[config.mk]
export PLATFORM = sky130hd
export DESIGN_NAME = length_prefixed_message_deframer
export DESIGN_NICKNAME = d
export VERILOG_FILES = /design/src/rtl/lpmd_pkg.sv /design/src/rtl/length_prefixed_message_deframer.sv /design/src/rtl/lpmd_front.sv /design/src/rtl/lpmd_queue.sv /design/src/rtl/lpmd_back.sv
export SDC_FILE = /design/constraint.sdc
export NUM_CORES = 1
export LEC_CHECK = 0
export ABC_AREA = 1
export BUFFER_PORTS_ARGS = -buffer_cell sky130_fd_sc_hd__buf_4
export CORE_AREA = 10 10 88 109
export DETAILED_ROUTE_END_ITERATION = 12
export DIE_AREA = 0 0 98 119
export PLACE_DENSITY_LB_ADDON = 0.3
export SKIP_LAST_GASP = 1
export SLEW_MARGIN = 15
export SYNTH_ARGS = -nofsm -noshare
export SYNTH_HDL_FRONTEND = slang
export SYNTH_SLANG_ARGS = --single-unit
[constraint.sdc]
create_clock -name i_clk -period 2.7 [get_ports i_clk]
set_clock_uncertainty 0.15 [all_clocks]
set_input_delay 0.135 -clock i_clk [delete_from_list [all_inputs] [get_ports i_clk]]
set_output_delay 0.135 -clock i_clk [all_outputs]
set_load 0.005 [all_outputs]
[src/rtl/lpmd_pkg.sv]
// ----------------------------------------------------------------------------
// lpmd_pkg
// Shared types and constants for the length-prefixed message deframer.
// ----------------------------------------------------------------------------
package lpmd_pkg;

    localparam int unsigned BYTE_W   = 8;
    localparam int unsigned LEN_W    = 32;
    localparam int unsigned Q_DEPTH  = 2;
    localparam int unsigned Q_PTR_W  = 1;
    localparam int unsigned Q_CNT_W  = 2;

    // Flag byte codes.
    localparam logic [BYTE_W-1:0] FLAG_PLAIN      = 8'd0;
    localparam logic [BYTE_W-1:0] FLAG_COMPRESSED = 8'd1;

    // One result on its way from the parser to the output register.
    typedef struct packed {
        logic [BYTE_W-1:0] payload_byte;
        logic              is_compressed;
        logic              last_of_message;
        logic              empty_message;
        logic              bad_flag;
    } t_result;

    // Queue fill status seen by both sides.
    typedef struct packed {
        logic full;
        logic empty;
    } t_q_status;

endpackage

[src/rtl/length_prefixed_message_deframer.sv]
// ----------------------------------------------------------------------------
// length_prefixed_message_deframer
// Splits a byte stream of flag/length/payload frames into tagged payload bytes.
// ----------------------------------------------------------------------------
// Usage: the input channel carries one stream byte per transfer (i_valid,
// o_stall, i_stream_byte). Each frame is a flag byte (0 plain, 1 compressed),
// a four-byte big-endian length and that many payload bytes. The output
// channel (o_valid, i_stall) carries one result per payload byte, tagged with
// the frame's compressed flag and a last mark on the final byte. A frame of
// length zero gives one result with empty_message set; a flag byte other
// than 0 or 1 gives one result with bad_flag set and is otherwise dropped.
// Header bytes give no result.
// Throughput is one byte per cycle in steady state, while o_stall is low.
// A result is written into the queue when its byte is accepted and from
// there into the output register, from which it leaves on the channel.
// When the receiver stalls, the output register holds its result and the
// two-entry queue absorbs up to two more results; once the queue is full
// o_stall rises and the parser stops. The parser stalls on nothing else.
// Reset (synchronous, active low) empties the queue and output register and
// returns the parser to waiting for a flag byte.
// ----------------------------------------------------------------------------
module length_prefixed_message_deframer (
    input  logic                           i_clk,
    input  logic                           i_rst_n,
    input  logic                           i_valid,
    output logic                           o_stall,
    input  logic [lpmd_pkg::BYTE_W-1:0]    i_stream_byte,
    output logic                           o_valid,
    input  logic                           i_stall,
    output logic [lpmd_pkg::BYTE_W-1:0]    o_payload_byte,
    output logic                           o_is_compressed,
    output logic                           o_last_of_message,
    output logic                           o_empty_message,
    output logic                           o_bad_flag
);

    lpmd_pkg::t_q_status  q_status;
    lpmd_pkg::t_result    push_data;
    lpmd_pkg::t_result    q_data;
    lpmd_pkg::t_result    out_result;
    logic                 push;
    logic                 pop;

    // Front part: header parsing and payload counting.
    lpmd_front u_front (
        .i_clk         (i_clk),
        .i_rst_n       (i_rst_n),
        .i_valid       (i_valid),
        .o_stall       (o_stall),
        .i_stream_byte (i_stream_byte),
        .i_q_status    (q_status),
        .o_push        (push),
        .o_result      (push_data)
    );

    // Short queue that lets the two sides stall independently.
    lpmd_queue u_queue (
        .i_clk     (i_clk),
        .i_rst_n   (i_rst_n),
        .i_push    (push),
        .i_wr_data (push_data),
        .i_pop     (pop),
        .o_rd_data (q_data),
        .o_status  (q_status)
    );

    // Back part: registered output channel.
    lpmd_back u_back (
        .i_clk      (i_clk),
        .i_rst_n    (i_rst_n),
        .i_q_status (q_status),
        .i_q_data   (q_data),
        .o_pop      (pop),
        .o_valid    (o_valid),
        .i_stall    (i_stall),
        .o_result   (out_result)
    );

    assign o_payload_byte    = out_result.payload_byte;
    assign o_is_compressed   = out_result.is_compressed;
    assign o_last_of_message = out_result.last_of_message;
    assign o_empty_message   = out_result.empty_message;
    assign o_bad_flag        = out_result.bad_flag;

endmodule

[src/rtl/lpmd_front.sv]
// ----------------------------------------------------------------------------
// lpmd_front
// Byte parser: tracks the frame header, counts payload and classifies bytes.
// ----------------------------------------------------------------------------
module lpmd_front (
    input  logic                                i_clk,
    input  logic                                i_rst_n,
    input  logic                                i_valid,
    output logic                                o_stall,
    input  logic [lpmd_pkg::BYTE_W-1:0]         i_stream_byte,
    input  lpmd_pkg::t_q_status                 i_q_status,
    output logic                                o_push,
    output lpmd_pkg::t_result                   o_result
);

    typedef enum logic [2:0] {
        PH_FLAG,
        PH_LEN0,
        PH_LEN1,
        PH_LEN2,
        PH_LEN3,
        PH_DATA
    } t_phase;

    t_phase                        r_phase, n_phase;
    logic [lpmd_pkg::LEN_W-1:0]    r_len,   n_len;
    logic                          r_comp,  n_comp;
    logic                          accept;
    logic                          push;
    logic [lpmd_pkg::LEN_W-1:0]    len_full;
    lpmd_pkg::t_result             result;

    assign o_stall = i_q_status.full;
    assign accept  = i_valid && !i_q_status.full;

    always_comb begin
        n_phase  = r_phase;
        n_len    = r_len;
        n_comp   = r_comp;
        push     = 1'b0;
        result   = '0;
        len_full = {r_len[lpmd_pkg::LEN_W-1:8], i_stream_byte};
        case (r_phase)
            PH_LEN0: begin
                n_len   = {i_stream_byte, 24'd0};
                n_phase = PH_LEN1;
            end
            PH_LEN1: begin
                n_len   = {r_len[31:24], i_stream_byte, 16'd0};
                n_phase = PH_LEN2;
            end
            PH_LEN2: begin
                n_len   = {r_len[31:16], i_stream_byte, 8'd0};
                n_phase = PH_LEN3;
            end
            PH_LEN3: begin
                n_len = len_full;
                if (len_full == '0) begin
                    push                   = 1'b1;
                    result.is_compressed   = r_comp;
                    result.last_of_message = 1'b1;
                    result.empty_message   = 1'b1;
                    n_phase                = PH_FLAG;
                end else begin
                    n_phase = PH_DATA;
                end
            end
            PH_DATA: begin
                n_len                  = r_len - 1'b1;
                push                   = 1'b1;
                result.payload_byte    = i_stream_byte;
                result.is_compressed   = r_comp;
                if (r_len == {{(lpmd_pkg::LEN_W-1){1'b0}}, 1'b1}) begin
                    result.last_of_message = 1'b1;
                    n_phase                = PH_FLAG;
                end
            end
            default: begin
                if (i_stream_byte != lpmd_pkg::FLAG_PLAIN &&
                    i_stream_byte != lpmd_pkg::FLAG_COMPRESSED) begin
                    push            = 1'b1;
                    result.bad_flag = 1'b1;
                    n_phase         = PH_FLAG;
                end else begin
                    n_comp  = i_stream_byte[0];
                    n_len   = '0;
                    n_phase = PH_LEN0;
                end
            end
        endcase
    end

    assign o_push   = accept && push;
    assign o_result = result;

    always_ff @(posedge i_clk) begin
        if (!i_rst_n) begin
            r_phase <= PH_FLAG;
            r_len   <= '0;
            r_comp  <= 1'b0;
        end else if (accept) begin
            r_phase <= n_phase;
            r_len   <= n_len;
            r_comp  <= n_comp;
        end
    end

endmodule

[src/rtl/lpmd_queue.sv]
// ----------------------------------------------------------------------------
// lpmd_queue
// Two-entry result queue between the parser and the output stage.
// ----------------------------------------------------------------------------
module lpmd_queue (
    input  logic                  i_clk,
    input  logic                  i_rst_n,
    input  logic                  i_push,
    input  lpmd_pkg::t_result     i_wr_data,
    input  logic                  i_pop,
    output lpmd_pkg::t_result     o_rd_data,
    output lpmd_pkg::t_q_status   o_status
);

    lpmd_pkg::t_result                r_mem [lpmd_pkg::Q_DEPTH];
    logic [lpmd_pkg::Q_PTR_W-1:0]     r_wr_ptr;
    logic [lpmd_pkg::Q_PTR_W-1:0]     r_rd_ptr;
    logic [lpmd_pkg::Q_CNT_W-1:0]     r_count;
    logic                             do_push;
    logic                             do_pop;

    assign o_status.full  = (r_count == lpmd_pkg::Q_CNT_W'(lpmd_pkg::Q_DEPTH));
    assign o_status.empty = (r_count == '0);
    assign do_push        = i_push && !o_status.full;
    assign do_pop         = i_pop && !o_status.empty;
    assign o_rd_data      = r_mem[r_rd_ptr];

    always_ff @(posedge i_clk) begin
        if (do_push) begin
            r_mem[r_wr_ptr] <= i_wr_data;
        end
    end

    always_ff @(posedge i_clk) begin
        if (!i_rst_n) begin
            r_wr_ptr <= '0;
            r_rd_ptr <= '0;
            r_count  <= '0;
        end else begin
            if (do_push) begin
                r_wr_ptr <= r_wr_ptr + 1'b1;
            end
            if (do_pop) begin
                r_rd_ptr <= r_rd_ptr + 1'b1;
            end
            case ({do_push, do_pop})
                2'b10:   r_count <= r_count + 1'b1;
                2'b01:   r_count <= r_count - 1'b1;
                default: r_count <= r_count;
            endcase
        end
    end

endmodule

[src/rtl/lpmd_back.sv]
// ----------------------------------------------------------------------------
// lpmd_back
// Output stage: moves queued results into the output register.
// ----------------------------------------------------------------------------
module lpmd_back (
    input  logic                          i_clk,
    input  logic                          i_rst_n,
    input  lpmd_pkg::t_q_status           i_q_status,
    input  lpmd_pkg::t_result             i_q_data,
    output logic                          o_pop,
    output logic                          o_valid,
    input  logic                          i_stall,
    output lpmd_pkg::t_result             o_result
);

    logic               r_valid;
    lpmd_pkg::t_result  r_result;
    logic               take;

    // The output register can load when it is empty or its transfer completes.
    assign take    = !r_valid || !i_stall;
    assign o_pop   = take && !i_q_status.empty;
    assign o_valid = r_valid;
    assign o_result = r_result;

    always_ff @(posedge i_clk) begin
        if (!i_rst_n) begin
            r_valid <= 1'b0;
        end else if (take) begin
            r_valid <= !i_q_status.empty;
        end
    end

    always_ff @(posedge i_clk) begin
        if (o_pop) begin
            r_result <= i_q_data;
        end
    end

endmodule

; Word-level counts from Yosys, hierarchy flattened
; Memories as Yosys holds them, arrays and structs flattened. A register that Yosys moved wholly into a read port is not among the register bits.
; Index checks and enable logic that the tools add are counted.
[word_totals]
register_bits = 41
latch_bits = 0
ram_bits = 24
mem_bits_ro = 0
output_inout_bits = 14
elab_cells = 77
n_memories = 1
[classes]
n_addsub = 5
n_mul = 0
div = 0
magnitude_cmp = 0
n_eq_ne = 15
n_shift = 0
n_mux = 18
n_bitwise = 5
reduce_logical = 23
[mem_list]
columns = memory, words, width, rd, rd_ports_with_merged_regs, write_ports, line_no
row1 = u_queue.r_mem, 2, 12, 1, 1, 1, lpmd_queue.sv:15  ; lpmd_pkg::t_result r_mem [lpmd_pkg::Q_DEPTH];
[ops]
columns = cell, count
row1 = 32-bit one-hot mux with 5 select lines, 1
row2 = "32-bit by 1-bit equality test with 1-bit output, second input constant", 1
row3 = 32-bit zero test, 1
row4 = 32-bit 2-to-1 mux, 1
row5 = "32-bit by 1-bit subtractor with 32-bit output, second input constant", 1
row6 = 3-bit one-hot mux with 5 select lines, 1
row7 = 3-bit 2-to-1 mux, 3
row8 = 1-bit 2-to-1 mux, 8
row9 = 8-bit 2-to-1 mux, 1
row10 = "8-bit by 1-bit inequality test with 1-bit output, second input constant", 1
row11 = 2-bit one-hot mux with 2 select lines, 2
row12 = 8-bit nonzero test, 1
row13 = "3-bit by 2-bit equality test with 1-bit output, second input constant", 2
row14 = "3-bit equality test, second input constant", 2
row15 = 1-bit logical AND, 6
row16 = "6-bit inequality test, second input constant", 1
row17 = 3-bit AND reduction, 2
row18 = "5-bit inequality test, second input constant", 1
row19 = 1-bit NOT, 5
row20 = 5-bit AND reduction, 1
row21 = 5-bit OR reduction, 1
row22 = "2-bit equality test, second input constant", 2
row23 = 1-bit zero test, 4
row24 = "4-bit inequality test, second input constant", 1
row25 = 14 further kinds, 16

; Depth between registers and ports, before layout
; Gate-level depths: netlist (run 1).
[depth]
word_depth = 8
depth_mapped = 14
depth_no_buf = 14

; By module
; From an unflattened synthesis (run 1), not the netlist that was laid out.
[hier_totals]
cells_unflattened = 593
hier_area_um2 = 4391.7
[modules_own_cells]
columns = module, instances, cells_each, area_each_um2
row1 = lpmd_front, 1, 499, 2859.0
row2 = lpmd_queue, 1, 77, 1131.1
row3 = lpmd_back, 1, 17, 401.6

; Worst setup path after synthesis (run 1)
; No wires, ideal clock.
[synth_timing]
path_kind = reg-to-reg
startpoint = reg u_front.r_len[12] (netlist bit)
endpoint = mem u_queue.r_mem[0][0] (netlist bit) (enable)
setup_ps = 380
t_arrival_ps = 1676
required_ps = 2170
slack_ps = 493
path_stages_with_launch = 10
n_path_buf = 0
period_less_slack_ps = 2207
path_cell_list = dfxtp_1 > nor2_1 > nand2_1 > nor2_4 > nand2_1 > nor2_1 > nand2_1 > nand3_1 > nand2_1 > nor2_1
[synth_via]
elab_chain_cells = 7
[synth_rtl]
columns = item, line_no
row1 = start: declaration, lpmd_front.sv:26  ; logic [lpmd_pkg::LEN_W-1:0] r_len, n_len;
row2 = start signal: assignment, lpmd_front.sv:103  ; r_len <= n_len;
row3 = 32-bit zero test, lpmd_front.sv:58  ; if (len_full == '0) begin
row4 = 1-bit 2-to-1 mux, lpmd_front.sv:58
row5 = 1-bit one-hot mux with 3 select lines, lpmd_front.sv:43  ; case (r_phase)
row6 = 1-bit logical AND, lpmd_front.sv:93  ; assign o_push = accept && push;
row7 = 1-bit logical AND, lpmd_queue.sv:24  ; assign do_push = i_push && !o_status.full;
row8 = 1-bit 2-to-1 mux, lpmd_queue.sv:29  ; if (do_push) begin
row9 = 1-bit 2-to-1 mux (not written as such), lpmd_queue.sv:30  ; r_mem[r_wr_ptr] <= i_wr_data;
row10 = end: declaration, lpmd_queue.sv:15
; No other way between the ends.

; Final worst setup path (run 1)
[layout_timing]
startpoint = in i_stream_byte[0] (netlist bit)
endpoint = reg u_queue.r_count[1] (netlist bit)
[layout_via]
elab_chain_cells = 8
elab_cells_between_ends = 13
classes_between = eq/ne: 3 / mux: 4 / reduce/logical: 6
[layout_rtl]
columns = item, line_no
row1 = start: declaration, length_prefixed_message_deframer.sv:27  ; input logic [lpmd_pkg::BYTE_W-1:0] i_stream_byte,
row2 = 8-bit by 1-bit inequality test with 1-bit output / 8-bit nonzero test (equally long branches), "lpmd_front.sv:80, lpmd_front.sv:79"
row3 = 1-bit logical AND, lpmd_front.sv:79  ; if (i_stream_byte != lpmd_pkg::FLAG_PLAIN &&
row4 = 1-bit 2-to-1 mux, lpmd_front.sv:79
row5 = 1-bit one-hot mux with 3 select lines *, lpmd_front.sv:43
row6 = 1-bit logical AND *, lpmd_front.sv:93
row7 = 1-bit logical AND *, lpmd_queue.sv:24
row8 = 2-bit by 1-bit equality test with 1-bit output / 2-bit equality test (equally long branches), lpmd_queue.sv:46  ; case ({do_push, do_pop})
row9 = 2-bit one-hot mux with 2 select lines / 2-bit nonzero test (equally long branches), n/a
row10 = end signal: assignment, lpmd_queue.sv:47  ; 2'b10: r_count <= r_count + 1'b1;
row11 = end signal: assignment, lpmd_queue.sv:48  ; 2'b01: r_count <= r_count - 1'b1;
row12 = end signal: assignment, lpmd_queue.sv:49  ; default: r_count <= r_count;
row13 = end: declaration, lpmd_queue.sv:18  ; logic [lpmd_pkg::Q_CNT_W-1:0] r_count;
; Mark *: on every way between the ends. The rest lies on a longest branch, timed or not.
; A chain may end at the register's enable or synchronous reset.

==> results.json, run 1 <==
{
  "outcome": "finished clean",
  "path_clk_slew_ps": 80,
  "cp.required_ps": 2830,
  "gr-usage-all-layers": 0.208,
  "clk_latency_ps": 360,
  "drive_above_1_share": 0.121,
  "gp_congestion": 1.01,
  "drc": 0,
  "fin_crit_sh": 0.900,
  "synth_edf_count": 36,
  "clock-sinks": 77,
  "yosysSeqAreaShare": 0.434,
  "relSlewSlack": 0.552,
  "rsz0062_at_grt": "false",
  "synth.area.top_cells": "edfxtp_1 25%, nand2_1 20%, dfxtp_1 19%, nor2_1 7.8%, a21oi_1 5.0%",
  "diodes": 0,
  "synth_top_area_frac": 0.247,
  "peakVddDrop_mv": 0.590,
  "final_nets": 686,
  "rows": 36,
  "dp_hpwl_mm": 8.79,
  "synth_seq_cells": 77,
  "ys_async_sr_fraction": 0,
  "use_met1": 0.214,
  "critPathKind": "primary input to flop",
  "synth_flop_cell": "dfxtp_1",
  "fin_area_um2": 5000,
  "totalPowerFinal_mw": 3.35,
  "setup_tns_ps": 0,
  "setup_ws_ps": 270,
  "yosysMostFrequentCell": "nand2_1",
  "fmax_mhz": 412,
  "clk_path_buf_depth": 2,
  "syn_inst": 634,
  "die_y_um": 119,
  "dp.cells": 748,
  "grt-ovfl-total": 0,
  "syn-cell-area_um2": 4380,
  "pre_cts_ws_ps": 341,
  "hp-class": "primary input to flop",
  "post_dp_cell_area_um2": 4670,
  "use_met3": 0.0411,
  "finalHoldViolations": 0,
  "synth_common_cells": "228 x nand2_1, 91 x nor2_1, 58 x inv_1",
  "syn-num-nets": 650,
  "seq_area_um2": 1900,
  "grt-busiest-layer": "met2",
  "drt-initial-drc-count": 424,
  "port_buffers": 25,
  "ys_types": 31,
  "start_util": 0.576,
  "ctsRootBufferMaster": "clkbuf_8",
  "pin_count": 26,
  "grt_pass1_wl_mm": 19.9,
  "dieArea_um2": 11700,
  "stdcell_count": 770,
  "start_kind": "primary input",
  "multi_input_area_um2": 2190,
  "yosysWarnings": 0,
  "yosysTopAreaCell": "edfxtp_1",
  "worst_setup_path_end_kind": "flop",
  "coreArea_um2": 7610,
  "p_per_area_nw_per_um2": 671,
  "final.min_clock_period_ps": 2430,
  "avgSynthCellArea_um2": 6.92,
  "ant_nets": 0,
  "cts_max_level": 3,
  "slew_viol_final": 0,
  "vias_per_cell": 5.57,
  "path_max_fanout": 5,
  "wirelength_mm": 12.1,
  "use_met2": 0.362,
  "dr.pass1.iters": 5,
  "syn_to_final_growth_pct": 14.0,
  "worstMarginPinSlew_ps": 668,
  "arrival_ps": 2560,
  "grt_max_degree": 37,
  "cap_violations": 0,
  "antenna_found_initial": 0,
  "setup_viol": 0,
  "post_drt_wl_per_cell_um": 15.7,
  "vias": 4292,
  "p_leak_nw": 2.22,
  "grt_pass1_vias": 4195,
  "die_w_um": 98,
  "cts_buffers": 9,
  "cts_tree": "done",
  "n_fill_cell": 674
}
[worst max-delay path: stages]
cell,delay (ps)
dlygate4sd3_1,550
buf_4,160
inv_1,180
nand3_1,120
nor2_1,90
nand2_1,80
nor2_2,110
nand2_2,100
nand3_2,90
nand2_1,80
ha_1,270
inv_1,100
nand2_1,80
nor2_2,110
o21ai_0,120
a21oi_1,180
[kinds of logic after synthesis]
kind of cell    count (synthesis)  synth area share
compound gates                 85             0.104
simple gates                  387             0.374
buf+inv                        78            0.0716
xor+xnor                        3           0.00599
flops                          77             0.434
fa+ha+maj                       4            0.0114
[flip-flops by register name (all words and copies together) (netlist names)]
signal            flops
u_front.r_len        32
u_queue.r_mem        24
u_back.o_result      12
u_front.r_phase       3
u_queue.r_count       2
u_back.o_valid        1
u_front.r_comp        1
u_queue.r_rd_ptr      1
u_queue.r_wr_ptr      1
[report_power, final]
part | switching (mW) | internal (mW) | total, mW
clock network | 0.438 | 0.643 | 1.08
logic | 0.473 | 0.256 | 0.730
registers | 0.0914 | 1.45 | 1.54
total | 1.00 | 2.35 | 3.35
[routing by layer]
layer,part of all wire,wire length [um]
met1,0.38,4630
met4,0.069,831
met5,0,0
met2,0.50,6030
met3,0.048,584
[repair_timing]
action | CTS | global route
endpoints found under the hold margin | 7 | 0
hold buffers | 4 | 0
gates resized for setup | 0 | 7
endpoints found under the setup margin | 0 | 1
buffers inserted | 0 | 2
[area by class of cell]
class,count,area share
multi-input cells,479,0.438
flip-flops and latches,77,0.381
clock buffers,11,0.0283
inverters,67,0.0521
well taps,95,0.0238
repair buffers,36,0.0561
clock inverters,5,0.0215
[cell usage in the layout (no fill, tap or decap), drive strengths merged]
| master | synthesis | final |
|---|---|---|
| dlygate4sd3 | 0 | 4 |
| nor2 | 100 | 100 |
| o22ai | 7 | 7 |
| dfxtp | 41 | 41 |
| xor2 | 3 | 3 |
| clkinv | 2 | 4 |
| o21bai | 4 | 4 |
| inv | 65 | 64 |
| buf | 6 | 32 |
| bufinv | 0 | 3 |
| nor3 | 1 | 1 |
| edfxtp | 36 | 36 |
| or2 | 2 | 2 |
| nand4 | 5 | 5 |
| clkbuf | 5 | 11 |
| nand3 | 46 | 46 |
| nand2 | 233 | 233 |
| clkinvlp | 0 | 1 |
| a21oi | 44 | 44 |
| ha | 4 | 4 |
| o21ai | 29 | 29 |
| a211oi | 1 | 1 |
[path summary, 6_finish.rpt]
path	start	to	slack, ps	depth (start not counted)
hold / removal	i_stream_byte[1]	u_front.r_len[25]	7	5
setup / recovery	i_stream_byte[0]	u_queue.r_count[1]	270	16
hold reg to reg	u_front.r_comp	u_front.r_comp	340	2
setup reg to reg	u_front.r_len[12]	u_queue.r_count[1]	280	14
[per-stage QoR]
step	hold WS, ps	util
floorplan	107	-
global placement	255	0.614
detailed placement	261	0.614
CTS	3.75	0.652
global route	27.3	0.656
finish	6.98	0.656
Power figures use the tool's default switching activity.
==> run 2: changes to the inputs <==
CORE_AREA = 10 10 100 124   (was 10 10 88 109)
DIE_AREA = 0 0 110 134   (was 0 0 98 119)
==> run 2 against run 1 <==
- worst setup slack improved by 75 ps
- register-to-register slack improved by 70 ps
- hold slack improved by 16 ps
- flip-flop and latch count unchanged
- core utilization decreased by 15 points
- largest cell class unchanged
- critical path type is now flop to flop
- cell count increased by 4.2%
==> results.json, run 2 (synthesis gave the netlist of run 1 again) <==
{
  "outcome": "finished clean",
  "whs_endpoint": "u_front.r_len[22]",
  "cts_max_level": 3,
  "hp-class": "primary input to flop",
  "gp_congestion": 0.975,
  "antenna_found_initial": 0,
  "most-common-layout-cells": "228 x nand2_1, 91 x nor2_1, 58 x inv_1, 44 x nand3_1, 44 x a21oi_1",
  "path_max_fanout": 5,
  "rows": 41,
  "crit_path_cell_trace": "nor2_1 -> nand2_1 -> nor2_1 -> nand2_1 -> nor2_1 -> nand2_1 -> nand3_1 -> nand2_1 -> ha_1 -> inv_1 -> nand2_1 -> nor2_1 -> o21ai_0 -> a21oi_1",
  "final_nets": 685,
  "setup_viol": 0,
  "grt-ovfl-total": 0,
  "hp-start": "i_stream_byte[6]",
  "dp_hpwl_mm": 8.89,
  "worstMarginPinSlew_ps": 603,
  "cts_buffers": 9,
  "gr-usage-all-layers": 0.164,
  "clk_path_buf_depth": 2,
  "grt_pass1_wl_mm": 19.2,
  "hold-worst-slack_ps": 23.3,
  "cpPeakStageDelay_ps": 340,
  "dieArea_um2": 14700,
  "drive_above_1_share": 0.108,
  "p_leak_nw": 2.24,
  "dr.pass1.iters": 5,
  "worst_setup_path_end_kind": "flop",
  "r2r-start": "u_front.r_len[19]",
  "drt-initial-drc-count": 326,
  "slew_viol_final": 0,
  "pin_count": 26,
  "totalPowerFinal_mw": 3.41,
  "finalHoldViolations": 0,
  "drc": 0,
  "cap_violations": 0,
  "path_clk_slew_ps": 60,
  "start_util": 0.438,
  "ctsRootBufferMaster": "clkbuf_16",
  "peakVddDrop_mv": 0.334,
  "cts_setup_buffers": 0,
  "syn_to_final_growth_pct": 15.0,
  "die_y_um": 134,
  "grt_max_degree": 36,
  "p_per_area_nw_per_um2": 677,
  "cts_tree": "done",
  "clk_latency_ps": 340,
  "fin_crit_sh": 0.872,
  "diodes": 0,
  "min_path_cells": 5,
  "fmax_mhz": 425,
  "worst-r2r-setup-slack_ps": 350,
  "vias": 4114,
  "wirelength_mm": 11.7,
  "clock-sinks": 77,
  "relSlewSlack": 0.595,
  "largest_reg_flops": 32,
  "ff2ff_path_depth": 14,
  "path_common_cell": "nand2_1",
  "worst_path_max_delay_cell": "dfxtp_1",
  "ant_nets": 0,
  "coreArea_um2": 10000,
  "post_dp_cell_area_um2": 4730,
  "grt_pass1_vias": 4036,
  "setup_tns_ps": 0,
  "rsz0062_at_grt": "false",
  "final.min_clock_period_ps": 2350,
  "post_drt_wl_per_cell_um": 14.6,
  "cp.required_ps": 2810,
  "start_kind": "flop",
  "fin_area_um2": 5040,
  "reg2reg_to": "u_queue.r_count[1]",
  "regMostFlops": "u_front.r_len",
  "critPathKind": "flop to flop",
  "final_common_cell": "nand2_1",
  "vias_per_cell": 5.13,
  "port_buffers": 25,
  "arrival_ps": 2470,
  "die_w_um": 110
}
-- run 2: what timing repair did --
item | in CTS | in global routing
hold buffers | 3 | 0
endpoints found under the hold margin | 6 | 0
gates resized for setup | 0 | 0
-- run 2: worst max-delay path by stage --
stage / from / end / slack [ps] / depth (start not counted)
6_report: u_front.r_len[19] / u_queue.r_count[1] / 350 / 14
5_1_grt: u_front.r_len[19] / u_queue.r_count[1] / 8 / 14
3_3_place_gp: u_front.r_len[19] / u_queue.r_count[1] / 450 / 14
4_1_cts: u_front.r_len[19] / u_queue.r_count[1] / 360 / 14
2_1_floorplan: u_front.r_len[12] / u_queue.r_mem[0][0] / 490 / 9
3_5_place_dp: u_front.r_len[19] / u_queue.r_count[1] / 380 / 14
-- run 2: stage by stage --
stage	instances	setup WS, ps	util
6_report	802	346	0.504
4_1_cts	802	365	0.504
5_1_grt	802	7.77	0.504
3_5_place_dp	784	378	0.473
3_3_place_gp	784	455	0.473
2_1_floorplan	634	493	-
-- run 2: worst max-delay path: cells and delay by family (launching register included) --
kind / cells / cell delay (ps)
fa+ha+maj: 1 / 280
compound gates: 2 / 210
flops: 1 / 340
buf+inv: 1 / 80
simple gates: 10 / 1210
-- run 2: cell type report --
class / count / area, um2
Inverter: 67 / 256
Clock buffer: 10 / 229
Multi-Input combinational cell: 479 / 2170
Sequential cell: 77 / 1900
Timing Repair Buffer: 35 / 270
Tap cell: 129 / 161
Clock inverter: 5 / 52.6
Fill cell: 1019 / 4960
-- run 2: metal layers --
layer | wire, um | share of wire | GRT usage | vias to the layer above
met1 | 4550 | 0.39 | 0.175 | 1866
met3 | 586 | 0.050 | 0.0268 | 22
met2 | 6100 | 0.52 | 0.294 | 117
li1 | - | - | - | 2109
met5 | 0 | 0 | 0 | -
met4 | 435 | 0.037 | 0.0935 | 0
-- run 2: where the power goes --
part,internal [mW],switching (mW),leakage (nW)
Sequential,1.45,0.0823,0.675
Clock,0.705,0.452,0.140
Combinational,0.279,0.444,1.42
Total,2.43,0.979,2.24
==> run 3: changes to the inputs <==
REMOVE_ABC_BUFFERS = 1   (was unset)
==> run 3 against run 2 <==
- routed wire length is 1.9% higher
- combinational power is 0.6% higher
- first-iteration DRC count is 29% lower
- critical path type unchanged
- largest power group unchanged
==> results.json, run 3 (synthesis gave the netlist of run 1 again) <==
{
  "reg2reg_to": "u_queue.r_count[1]",
  "fin_area_um2": 5030,
  "post_drt_wl_per_cell_um": 14.8,
  "worst_setup_path_end_kind": "flop",
  "peakVddDrop_mv": 0.387,
  "rsz0062_at_grt": "false",
  "port_buffers": 25,
  "cap_violations": 0,
  "syn_to_final_growth_pct": 14.7,
  "die_y_um": 134,
  "dp_hpwl_mm": 8.98,
  "clock-sinks": 77,
  "utilization": 0.503,
  "path_common_cell": "nand2_1",
  "worst_path_max_delay_cell": "dfxtp_1",
  "arrival_ps": 2550,
  "grt_pass1_vias": 4061,
  "start_kind": "flop",
  "vias": 4179,
  "worstMarginPinSlew_ps": 597,
  "final.min_clock_period_ps": 2430,
  "ff2ff_path_depth": 14,
  "ctsRootBufferMaster": "clkbuf_16",
  "path_clk_slew_ps": 60,
  "ant_nets": 0,
  "n_fill_cell": 996,
  "wirelength_mm": 11.9,
  "cp.required_ps": 2820,
  "rows": 41,
  "largest_reg_flops": 32,
  "outcome": "finished clean",
  "worst-r2r-setup-slack_ps": 270,
  "cts.repair.resized": 0,
  "vias_per_cell": 5.20,
  "crit_path_cell_trace": "nor2_1 -> nand2_1 -> nor2_1 -> nand2_1 -> nor2_1 -> nand2_1 -> nand3_1 -> nand2_1 -> ha_1 -> inv_1 -> nand2_1 -> nor2_1 -> o21ai_0 -> a21oi_1",
  "setup_viol": 0,
  "finalHoldViolations": 0,
  "fin_crit_sh": 0.901,
  "wl_met3_um": 796,
  "grt-ovfl-total": 0,
  "start_util": 0.438,
  "grt_pass1_wl_mm": 19.2,
  "diodes": 0,
  "antenna_found_initial": 0,
  "hp-start": "i_stream_byte[6]",
  "pin_count": 26,
  "final_common_cell": "nand2_1",
  "pre_cts_ws_ps": 375,
  "grt_max_degree": 36,
  "coreArea_um2": 10000,
  "dieArea_um2": 14700,
  "gp_congestion": 0.958,
  "clk_latency_ps": 340,
  "relSlewSlack": 0.599,
  "cts_tree": "done",
  "regMostFlops": "u_front.r_len",
  "setup_ws_ps": 267,
  "r2r-start": "u_front.r_len[19]",
  "drc": 0,
  "p_per_area_nw_per_um2": 669,
  "clk_path_buf_depth": 2,
  "post_dp_cell_area_um2": 4730,
  "setup_tns_ps": 0,
  "dr.pass1.iters": 7,
  "whs_endpoint": "u_front.r_len[30]",
  "routed.top_layer": "met4",
  "min_path_cells": 5,
  "drt-initial-drc-count": 233,
  "drive_above_1_share": 0.111,
  "wl_met1_mm": 4.57,
  "hp-class": "primary input to flop",
  "cts_max_level": 3,
  "gr-usage-all-layers": 0.165,
  "slew_viol_final": 0,
  "path_max_fanout": 5,
  "most-common-layout-cells": "228 x nand2_1, 91 x nor2_1, 58 x inv_1, 44 x nand3_1, 44 x a21oi_1",
  "die_w_um": 110,
  "wl_met2_mm": 5.88,
  "final_nets": 685,
  "fmax_mhz": 411,
  "critPathKind": "flop to flop",
  "p_leak_nw": 2.23,
  "cp-startpoint": "u_front.r_len[19]",
  "cpPeakStageDelay_ps": 350,
  "cts_buffers": 9
}
-- run 3: final cells by class --
class,count,area (um2),share of cell area
multi-input combinational,479,2170,0.431
sequential,77,1900,0.378
timing repair buffer,35,270,0.0538
inverter,67,256,0.0510
clock buffer,10,229,0.0455
tap,129,161,0.0321
clock inverter,6,40.0,0.00796
-- run 3: report_power, final --
| part | internal (mW) | switching (mW) | leakage [nW] |
|---|---|---|---|
| clock network | 0.620 | 0.475 | 0.132 |
| logic | 0.267 | 0.460 | 1.42 |
| registers | 1.45 | 0.0878 | 0.675 |
-- run 3: metal layers --
| metal | up-vias | global-route usage |
|---|---|---|
| li1 | 2110 | - |
| met1 | 1880 | 0.174 |
| met2 | 148 | 0.284 |
| met3 | 41 | 0.0331 |
| met4 | 0 | 0.112 |
| met5 | - | 0 |
-- run 3: per-stage QoR --
step | hold WS (ps) | power (mW) | cells
finish | 16.8 | 3.36 | 803
global route | 34.6 | 3.55 | 803
CTS | 10.0 | 3.40 | 803
detailed placement | 267 | 2.29 | 784
global placement | 256 | 2.25 | 784
floorplan | 107 | 1.96 | 623
-- run 3: worst max-delay path by stage --
stage / endpoint / slack [ps] / cells after the start
4_1_cts: u_queue.r_count[1] / 320 / 14
2_1_floorplan: u_queue.r_mem[0][0] / 490 / 9
3_5_place_dp: u_queue.r_count[1] / 380 / 14
3_3_place_gp: u_queue.r_count[1] / 450 / 14
6_report: u_queue.r_count[1] / 270 / 14
5_1_grt: u_queue.r_count[1] / 70 / 14
-- run 3: worst max-delay path: cells and delay by family (launching register included) --
family,cells,cell delay (ps)
and+or+nand+nor,10,1290
DFF,1,350
adders and majority gates,1,280
AOI/OAI and AO/OA,2,210
buffers and inverters,1,90
-- run 3: repair_timing --
item                      in CTS  in global routing
buffers inserted               0                  0
hold endpoints to repair       6                  0
hold buffers                   3                  0
